<file path="src/hw/rtl/magnet_pull_trigger_detector_core_assert.svh">
// ----------------------------------------------------------------------------
// Assertion macros for the magnet pull trigger detector.
// Each macro expands to a concurrent assertion clocked on clk_i, or to nothing
// when NO_ASSERTIONS is defined.
// ----------------------------------------------------------------------------
`ifndef MAGNET_PULL_TRIGGER_DETECTOR_CORE_ASSERT_SVH
`define MAGNET_PULL_TRIGGER_DETECTOR_CORE_ASSERT_SVH
`ifndef NO_ASSERTIONS
// Checked only while the block is out of reset.
`define MPTD_ASSERT(lbl, prop, msg) \
  lbl: assert property (@(posedge clk_i) disable iff (!rst_ni) prop) else $error(msg);
// Checked at every edge, reset included.
`define MPTD_ASSERT_ALWAYS(lbl, prop, msg) \
  lbl: assert property (@(posedge clk_i) prop) else $error(msg);
`else
`define MPTD_ASSERT(lbl, prop, msg)
`define MPTD_ASSERT_ALWAYS(lbl, prop, msg)
`endif
`endif

</file>
<file path="src/hw/rtl/mptd_pkg.sv">
// ----------------------------------------------------------------------------
// mptd_pkg
// Constants and types shared by the magnet pull trigger detector.
// ----------------------------------------------------------------------------
`default_nettype none

package mptd_pkg;

  // Samples in one segment; the window holds two segments plus the baseline.
  localparam int SEGMENT_LEN = 20;
  localparam int AXIS_WIDTH  = 16;
  localparam int CFG_WIDTH   = 16;

  localparam int WIN_DEPTH = 2 * SEGMENT_LEN + 1;
  localparam int SLOT_W    = $clog2(WIN_DEPTH);
  localparam int FILL_W    = $clog2(WIN_DEPTH + 1);
  localparam int AGE_W     = $clog2(2 * SEGMENT_LEN);

  // Multiplier lane width covers an axis difference and a threshold.
  localparam int LANE_W   = (AXIS_WIDTH > CFG_WIDTH) ? AXIS_WIDTH + 1 : CFG_WIDTH + 1;
  localparam int SQ_W     = 2 * LANE_W - 2;
  localparam int SUM_W    = SQ_W + 2;
  localparam int THR_SQ_W = 2 * CFG_WIDTH;

  // Configuration register indexes.
  localparam int CFG_IDX_W = 1;
  localparam logic [CFG_IDX_W-1:0] REG_LOW_THRESHOLD  = 1'b0;
  localparam logic [CFG_IDX_W-1:0] REG_HIGH_THRESHOLD = 1'b1;

  localparam logic [CFG_WIDTH-1:0] LOW_RESET  = 16'd480;
  localparam logic [CFG_WIDTH-1:0] HIGH_RESET = 16'd2080;

  // One stored magnetometer sample.
  typedef struct packed {
    logic [AXIS_WIDTH-1:0] z;
    logic [AXIS_WIDTH-1:0] y;
    logic [AXIS_WIDTH-1:0] x;
  } sample_t;

endpackage

`default_nettype wire

</file>
<file path="src/hw/rtl/magnet_pull_trigger_detector_core.sv">
// ----------------------------------------------------------------------------
// magnet_pull_trigger_detector_core
// Detects a magnet pull from a sliding window of 3-axis magnetometer samples.
// ----------------------------------------------------------------------------
// Usage:
// Samples enter on the in_valid_i/in_ready_o channel, one result per sample
// leaves on out_valid_o/out_ready_i. An all-zero sample is dropped and answered
// with all result flags low. Other samples go into a 41-entry ring memory.
// Once 40 samples are stored, one shared three-lane squaring unit walks the
// 40 oldest entries, one per cycle, against the newest sample, tracking the
// smallest squared distance of the first segment and the largest of the second.
// A dropped or stored-only sample goes straight to the result state; when the window
// is evaluated, the threshold squaring, the memory walk and the drain of the read
// pipeline come first. in_ready_o is low while a sample is in work, so items
// are taken one at a time.
// A finished result sits in an output register, so the next sample can be
// taken while it waits; a stalled receiver holds the block only when a second
// result is ready. Reset empties the window and loads the threshold defaults
// (480 and 2080); the memory contents are never cleared. Threshold writes go in
// through cfg_we_i, by the user only while the block is idle; it is not checked.
// ----------------------------------------------------------------------------
`default_nettype none

module magnet_pull_trigger_detector_core (
  input  wire logic                               clk_i,
  input  wire logic                               rst_ni,
  // Sample channel
  input  wire logic                               in_valid_i,
  output logic                                    in_ready_o,
  input  wire logic [mptd_pkg::AXIS_WIDTH-1:0]    field_x_i,
  input  wire logic [mptd_pkg::AXIS_WIDTH-1:0]    field_y_i,
  input  wire logic [mptd_pkg::AXIS_WIDTH-1:0]    field_z_i,
  // Result channel
  output logic                                    out_valid_o,
  input  wire logic                               out_ready_i,
  output logic                                    sample_taken_o,
  output logic                                    window_ready_o,
  output logic                                    trigger_o,
  // Configuration write port
  input  wire logic                               cfg_we_i,
  input  wire logic [mptd_pkg::CFG_IDX_W-1:0]     cfg_idx_i,
  input  wire logic [mptd_pkg::CFG_WIDTH-1:0]     cfg_data_i
);

`include "magnet_pull_trigger_detector_core_assert.svh"

  localparam int SLOT_W = mptd_pkg::SLOT_W;
  localparam int FILL_W = mptd_pkg::FILL_W;
  localparam int AGE_W  = mptd_pkg::AGE_W;
  localparam int LANE_W = mptd_pkg::LANE_W;
  localparam int SQ_W   = mptd_pkg::SQ_W;
  localparam int SUM_W  = mptd_pkg::SUM_W;
  localparam int AW     = mptd_pkg::AXIS_WIDTH;
  localparam int CW     = mptd_pkg::CFG_WIDTH;

  localparam logic [FILL_W-1:0] FILL_FULL  = FILL_W'(mptd_pkg::WIN_DEPTH);
  localparam logic [FILL_W-1:0] FILL_EVAL  = FILL_W'(2 * mptd_pkg::SEGMENT_LEN);
  localparam logic [SLOT_W-1:0] SLOT_LAST  = SLOT_W'(mptd_pkg::WIN_DEPTH - 1);
  localparam logic [AGE_W-1:0]  AGE_LAST   = AGE_W'(2 * mptd_pkg::SEGMENT_LEN - 1);
  localparam logic [AGE_W-1:0]  AGE_SEG2   = AGE_W'(mptd_pkg::SEGMENT_LEN);

  // Sequencer states.
  localparam logic [2:0] ST_IDLE  = 3'd0;
  localparam logic [2:0] ST_THR   = 3'd1;
  localparam logic [2:0] ST_SCAN  = 3'd2;
  localparam logic [2:0] ST_DRAIN = 3'd3;
  localparam logic [2:0] ST_FIN   = 3'd4;

  logic [2:0]                   state_q, state_d;
  logic [CW-1:0]                low_q, high_q;
  logic [FILL_W-1:0]            fill_q;
  logic [SLOT_W-1:0]            oldest_q;
  mptd_pkg::sample_t            smp_q;
  mptd_pkg::sample_t            in_smp;
  mptd_pkg::sample_t            win_mem [mptd_pkg::WIN_DEPTH];
  mptd_pkg::sample_t            rd_data_q;
  logic [SLOT_W-1:0]            rd_slot_q;
  logic [AGE_W-1:0]             age_q;
  logic                         rd_vld_q, rd_seg_q;
  logic                         sq_vld_q, sq_seg_q, sq_thr_q;
  logic [SQ_W-1:0]              sq_q [3];
  logic [SUM_W-1:0]             min_q, max_q;
  logic [mptd_pkg::THR_SQ_W-1:0] lo_sq_q, hi_sq_q;
  logic                         res_taken_q, res_ready_q, res_trig_q;
  logic                         out_vld_q, out_taken_q, out_ready_q, out_trig_q;

  logic                         accept;
  logic                         in_zero;
  logic                         win_full;
  logic [FILL_W:0]              wr_sum;
  logic [SLOT_W-1:0]            wr_slot;
  logic [FILL_W-1:0]            fill_new;
  logic [SLOT_W-1:0]            oldest_new;
  logic                         out_free;
  logic                         pipe_empty;
  logic                         hit;
  logic signed [LANE_W-1:0]     lane [3];
  logic signed [2*LANE_W-1:0]   prod [3];
  logic [SUM_W-1:0]             dist_sum;

  assign in_smp = '{z: field_z_i, y: field_y_i, x: field_x_i};

  // Handshake terms.
  assign in_ready_o = (state_q == ST_IDLE);
  assign accept     = in_valid_i & in_ready_o;
  assign in_zero    = (field_x_i == '0) && (field_y_i == '0) && (field_z_i == '0);
  assign out_free   = !out_vld_q || out_ready_i;
  assign pipe_empty = !rd_vld_q && !sq_vld_q;

  // Ring update: a full window overwrites its oldest slot.
  assign win_full   = (fill_q == FILL_FULL);
  assign wr_sum     = (FILL_W + 1)'(oldest_q) + (FILL_W + 1)'(fill_q);
  assign wr_slot    = win_full ? oldest_q :
                      (wr_sum >= (FILL_W + 1)'(mptd_pkg::WIN_DEPTH)) ?
                      SLOT_W'(wr_sum - (FILL_W + 1)'(mptd_pkg::WIN_DEPTH)) :
                      SLOT_W'(wr_sum);
  assign fill_new   = win_full ? fill_q : fill_q + FILL_W'(1);
  assign oldest_new = !win_full ? oldest_q :
                      (oldest_q == SLOT_LAST) ? '0 : oldest_q + SLOT_W'(1);

  // Trigger decision once the walk has drained.
  assign hit = (min_q < SUM_W'(lo_sq_q)) && (max_q > SUM_W'(hi_sq_q));

  // Configuration registers.
  always_ff @(posedge clk_i or negedge rst_ni) begin
    if (!rst_ni) begin
      low_q  <= mptd_pkg::LOW_RESET;
      high_q <= mptd_pkg::HIGH_RESET;
    end else if (cfg_we_i) begin
      unique case (cfg_idx_i)
        mptd_pkg::REG_LOW_THRESHOLD:  low_q  <= cfg_data_i;
        mptd_pkg::REG_HIGH_THRESHOLD: high_q <= cfg_data_i;
        default: ;
      endcase
    end
  end

  // Sequencer next state.
  always_comb begin
    state_d = state_q;
    unique case (state_q)
      ST_IDLE: begin
        if (accept) begin
          state_d = (in_zero || (fill_new < FILL_EVAL)) ? ST_FIN : ST_THR;
        end
      end
      ST_THR:   state_d = ST_SCAN;
      ST_SCAN: begin
        if (age_q == AGE_LAST) state_d = ST_DRAIN;
      end
      ST_DRAIN: begin
        if (pipe_empty) state_d = ST_FIN;
      end
      ST_FIN: begin
        if (out_free) state_d = ST_IDLE;
      end
      default:  state_d = ST_IDLE;
    endcase
  end

  // Control state: sequencer, window bookkeeping, read pipeline tags, result.
  always_ff @(posedge clk_i or negedge rst_ni) begin
    if (!rst_ni) begin
      state_q     <= ST_IDLE;
      fill_q      <= '0;
      oldest_q    <= '0;
      age_q       <= '0;
      rd_slot_q   <= '0;
      rd_vld_q    <= 1'b0;
      rd_seg_q    <= 1'b0;
      sq_vld_q    <= 1'b0;
      sq_seg_q    <= 1'b0;
      sq_thr_q    <= 1'b0;
      res_taken_q <= 1'b0;
      res_ready_q <= 1'b0;
      res_trig_q  <= 1'b0;
      out_vld_q   <= 1'b0;
    end else begin
      state_q  <= state_d;
      rd_vld_q <= (state_q == ST_SCAN);
      rd_seg_q <= (age_q >= AGE_SEG2);
      sq_vld_q <= rd_vld_q || (state_q == ST_THR);
      sq_seg_q <= rd_seg_q;
      sq_thr_q <= (state_q == ST_THR);

      // Sample transfer: store it and note what the result will say.
      if (accept) begin
        res_taken_q <= !in_zero;
        res_ready_q <= !in_zero && (fill_new >= FILL_EVAL);
        res_trig_q  <= 1'b0;
        if (!in_zero) begin
          fill_q   <= fill_new;
          oldest_q <= oldest_new;
        end
      end

      // Walk starts at the oldest slot.
      if (state_q == ST_THR) begin
        age_q     <= '0;
        rd_slot_q <= oldest_q;
      end else if (state_q == ST_SCAN) begin
        age_q     <= age_q + AGE_W'(1);
        rd_slot_q <= (rd_slot_q == SLOT_LAST) ? '0 : rd_slot_q + SLOT_W'(1);
      end

      // Decision: a trigger empties the window.
      if (state_q == ST_DRAIN && pipe_empty) begin
        res_trig_q <= hit;
        if (hit) begin
          fill_q   <= '0;
          oldest_q <= '0;
        end
      end

      // Output register.
      if (state_q == ST_FIN && out_free) begin
        out_vld_q <= 1'b1;
      end else if (out_ready_i) begin
        out_vld_q <= 1'b0;
      end
    end
  end

  // Result payload.
  always_ff @(posedge clk_i) begin
    if (state_q == ST_FIN && out_free) begin
      out_taken_q <= res_taken_q;
      out_ready_q <= res_ready_q;
      out_trig_q  <= res_trig_q;
    end
  end

  assign out_valid_o    = out_vld_q;
  assign sample_taken_o = out_taken_q;
  assign window_ready_o = out_ready_q;
  assign trigger_o      = out_trig_q;

  // Window memory: one write port, one registered read port.
  always_ff @(posedge clk_i) begin
    if (accept && !in_zero) begin
      win_mem[wr_slot] <= in_smp;
    end
  end

  always_ff @(posedge clk_i) begin
    if (state_q == ST_SCAN) begin
      rd_data_q <= win_mem[rd_slot_q];
    end
  end

  // Baseline sample held for the walk.
  always_ff @(posedge clk_i) begin
    if (accept) begin
      smp_q <= in_smp;
    end
  end

  // Shared squaring unit: thresholds first, then axis differences.
  always_comb begin
    if (state_q == ST_THR) begin
      lane[0] = $signed({{(LANE_W - CW){1'b0}}, low_q});
      lane[1] = $signed({{(LANE_W - CW){1'b0}}, high_q});
      lane[2] = '0;
    end else begin
      lane[0] = $signed({{(LANE_W - AW){rd_data_q.x[AW-1]}}, rd_data_q.x})
              - $signed({{(LANE_W - AW){smp_q.x[AW-1]}}, smp_q.x});
      lane[1] = $signed({{(LANE_W - AW){rd_data_q.y[AW-1]}}, rd_data_q.y})
              - $signed({{(LANE_W - AW){smp_q.y[AW-1]}}, smp_q.y});
      lane[2] = $signed({{(LANE_W - AW){rd_data_q.z[AW-1]}}, rd_data_q.z})
              - $signed({{(LANE_W - AW){smp_q.z[AW-1]}}, smp_q.z});
    end
    for (int k = 0; k < 3; k++) begin
      prod[k] = lane[k] * lane[k];
    end
  end

  always_ff @(posedge clk_i) begin
    for (int k = 0; k < 3; k++) begin
      sq_q[k] <= prod[k][SQ_W-1:0];
    end
  end

  // Distance accumulation: minimum over the first segment, maximum over the second.
  assign dist_sum = SUM_W'(sq_q[0]) + SUM_W'(sq_q[1]) + SUM_W'(sq_q[2]);

  always_ff @(posedge clk_i) begin
    if (state_q == ST_THR) begin
      min_q <= '1;
      max_q <= '0;
    end else if (sq_vld_q) begin
      if (sq_thr_q) begin
        lo_sq_q <= sq_q[0][mptd_pkg::THR_SQ_W-1:0];
        hi_sq_q <= sq_q[1][mptd_pkg::THR_SQ_W-1:0];
      end else if (!sq_seg_q) begin
        if (dist_sum < min_q) min_q <= dist_sum;
      end else begin
        if (dist_sum > max_q) max_q <= dist_sum;
      end
    end
  end

  // Assertions.
  `MPTD_ASSERT(a_fill_bound, fill_q <= FILL_FULL, "window fill beyond depth")
  `MPTD_ASSERT(a_trig_needs_eval, out_valid_o && trigger_o |-> window_ready_o && sample_taken_o,
               "trigger reported without evaluation")
  `MPTD_ASSERT(a_busy_after_accept, accept |=> !in_ready_o, "ready right after a transfer")
  `MPTD_ASSERT(a_pipe_idle, state_q == ST_IDLE |-> pipe_empty, "walk pipeline busy while idle")
  `MPTD_ASSERT_ALWAYS(a_reset_idle, !rst_ni |=> state_q == ST_IDLE && !out_vld_q,
                      "sequencer not idle in reset")

endmodule

`default_nettype wire

</file>
<file path="config.mk">
export PLATFORM = sky130hd
export DESIGN_NAME = magnet_pull_trigger_detector_core
export DESIGN_NICKNAME = d
export VERILOG_FILES = /design/src/hw/rtl/mptd_pkg.sv /design/src/hw/rtl/magnet_pull_trigger_detector_core.sv
export VERILOG_INCLUDE_DIRS = /design/src /design/src/hw/rtl
export SDC_FILE = /design/constraint.sdc
export NUM_CORES = 2
export LEC_CHECK = 0
export BUFFER_PORTS_ARGS = -buffer_cell sky130_fd_sc_hd__buf_2
export CORE_ASPECT_RATIO = 0.8
export CORE_MARGIN = 2
export CORE_UTILIZATION = 45
export CTS_CLUSTER_DIAMETER = 200
export DETAILED_ROUTE_END_ITERATION = 12
export REMOVE_ABC_BUFFERS = 1
export SLEW_MARGIN = 20
export SYNTH_ARGS = -nofsm -noshare
export SYNTH_HDL_FRONTEND = slang
export SYNTH_SLANG_ARGS = --single-unit
</file>
<file path="constraint.sdc">
create_clock -name clk_i -period 23.6 [get_ports clk_i]
set_clock_uncertainty 0.2 [all_clocks]
set_input_delay 4.72 -clock clk_i [delete_from_list [all_inputs] [get_ports clk_i]]
set_output_delay 4.72 -clock clk_i [all_outputs]
set_load 0.03 [all_outputs]
</file>
==> flow_summary_export.csv <==
group,metric,value,unit
layout,fill_cells,22900,
die,fp.dieW,590,µm
critical_path,crit_top_cell,"fa_1",
clock_tree,cts_tree,"built",
critical_path,crit_buf_inv,6,
synthesis,synth.distinct_cells,100,
synthesis,syn_avg_cell_area,15.2,µm²
grt,antenna_found_initial,14,
layout,drive_above_1_share,15.5,%
synthesis,ys_ff_latch,2358,
sta,fin_setup_tns,0,ns
critical_path,crit_path_end_kind,"flop",
detailed_routing,vias,69300,
clock_tree,cts.clk_slew.worst_paths,0.06,ns
sta,rsz0062_at_grt,"false",
critical_path,path_class,"flop to flop",
critical_path,r2r_cells,32,
critical_path,rrSetupSlack,13.66,ns
status,status,"completed",
grt,grt.total_usage,23.4,%
detailed_routing,viasPerCell,5.69,
layout,final_cell_mix,"edfxtp_1, inv_1, fa_1, mux4_2, nand2_1",
grt,grt_first_pass_wirelength,479,mm
clock_tree,postCtsSetupRepairBufs,0,
clock_tree,htree_levels,4,
synthesis,ys.flop_type,"edfxtp_1",
critical_path,crit_start,"smp_q[16]",
die,ios,75,
die,chipHeight,473,µm
detailed_routing,final_antenna_net_count,0,
sta,fin_crit,9.94,ns
sta,drv_slew,0,
critical_path,critPathMaxFanout,9,
synthesis,synthArstFlopShare,2.88,%
sta,worstMarginPinSlew,1.18,ns
detailed_routing,first_pass_iters,6,
critical_path,cp_data_arrival_time,10.50,ns
layout,nets,9671,
sta,maxSlewHeadroom,21.2,%
detailed_routing,wire_per_inst,26.6,µm
critical_path,crit_slowest_cell,"clkinv_1",
placement,gp_congestion,0.894,
critical_path,cp-start-kind,"flop",
sta,setup_viol,0,
critical_path,cpLargestDelayFamily,"adder cells",
die,num_rows,172,
synthesis,syn_area,124000,µm²
critical_path,reg2reg_from,"smp_q[16]",
sta,hold_viol_final,0,
detailed_routing,initialDrtViolationCount,7393,
synthesis,synth_edf_count,2129,
critical_path,timing.rr.end,"sq_q[0][62]",
critical_path,cp.required,24.17,ns
die,die_area,279000,µm²
synthesis,synthCells,8121,
critical_path,critical_path.endpoint,"sq_q[0][62]",
sta,clock.fmax,0.101,GHz
grt,overflow,0,
die,initial_utilization,45.2,%
clock_tree,cts_sinks,2358,
clock_tree,cts_root_buffer,"clkbuf_16",
placement,dp_hpwl,204,mm
clock_tree,cts_buffers,235,
grt,grt_pass1_vias,70900,
grt,grt_max_degree,128,
clock_tree,cts.path.max_buffers,4,
critical_path,cpPeakStageDelay,0.59,ns
placement,place.port_buffers,74,
layout,area_growth,10.6,%
hold_path,hold_class,"flop to flop",
flow_run,drv_cap,0,
critical_path,path_depth,32,
clock_tree,cts_hold_buf,0,
die,core,274000,µm²
layout,layout_commonest_cell,"edfxtp_1",
clock_tree,post_cts_resized,0,
sta,fin_crit_sh,42.1,%
clock_tree,clock_latency,0.92,ns
synthesis,yosysSeqAreaShare,55.7,%
detailed_routing,drc,0,
detailed_routing,routed_wirelength,324,mm
synthesis,yosysWarnings,0,
==> synthesized netlist by cell type, types with 142 or more instances <==
library cell	n	area share, %
o21ai_0	235	0.95
a21oi_1	195	0.79
nand2_1	528	1.6
inv_1	1142	3.5
edfxtp_1	2129	52
dfxtp_1	161	2.6
mux4_2	576	10
nor2_1	385	1.2
clkbuf_1	170	0.52
ha_1	463	4.7
xnor2_1	146	1.0
fa_1	807	13
mux2i_1	142	1.1
==> logic make-up (layout without fill, tap and decap cells) <==
group / Yosys count / after routing / synth area share, %
adders and majority gates: 1270 / 1270 / 17.7
DFF: 2358 / 2358 / 55.7
muxes: 753 / 753 / 12.0
xor gates and xnor gates: 196 / 196 / 1.40
buffers and inverters: 1444 / 1840 / 4.47
other: 2 / 5 / 0.00607
and+or+nand+nor: 1336 / 1336 / 4.88
AOI/OAI and AO/OA: 762 / 762 / 3.88
==> cell type report <==
cell class	count	area, µm²	share of cell area, %
Inverter	1163	4370	3.20
Timing Repair Buffer	253	1800	1.32
Antenna cell	2	5.00	0.00366
Multi-Input combinational cell	4320	49600	36.2
Clock buffer	284	6130	4.48
Clock inverter	140	1440	1.06
Tap cell	3654	4570	3.34
Sequential cell	2358	68900	50.4
==> state kept, by name, summed over array words and instances, names as in the netlist, 3 cells and up <==
| signal | flops |
|---|---|
| fill_q | 6 |
| state_q | 3 |
| age_q | 6 |
| rd_data_q | 48 |
| high_q | 16 |
| oldest_q | 6 |
| win_mem | 1968 |
| rd_slot_q | 6 |
| sq_q | 93 |
| hi_sq_q | 31 |
| lo_sq_q | 31 |
| min_q | 34 |
| low_q | 16 |
| max_q | 34 |
| smp_q | 48 |
==> how the worst min path moves through the flow <==
stage	from	to	slack [ns]	depth (start not counted)
final	rd_seg_q	sq_seg_q	0.19	0
after floorplan	rd_seg_q	sq_seg_q	0.13	0
after global routing	rd_seg_q	sq_seg_q	0.20	0
after detailed placement	rd_seg_q	sq_seg_q	0.18	0
after CTS	rd_seg_q	sq_seg_q	0.19	0
after global placement	rd_seg_q	sq_seg_q	0.15	0
==> per-stage QoR <==
step | setup slack (ns) | instances | hold slack (ns) | util, % | instance area (µm²)
final | 13.66 | 12200 | 0.186 | 49.9 | 137000
after global routing | 13.17 | 12200 | 0.205 | 49.9 | 137000
after CTS | 13.83 | 12200 | 0.192 | 49.9 | 137000
after detailed placement | 13.87 | 11700 | 0.176 | 47.2 | 129000
after global placement | 14.05 | 11700 | 0.149 | 47.2 | 129000
after floorplan | 3.52 | 7841 | 0.131 | - | 123000
==> per-layer routing <==
metal	wire length [µm]	GRT usage (%)	vias up
met5	39	0	-
met4	9390	6.19	8
met3	24600	3.50	450
met2	150000	36.7	2669
met1	140000	34.2	36600
li1	-	-	29600
Power is left out: the tool's default activity adds up to more than one toggle a clock period on the data nets, which glitch-free logic cannot reach.
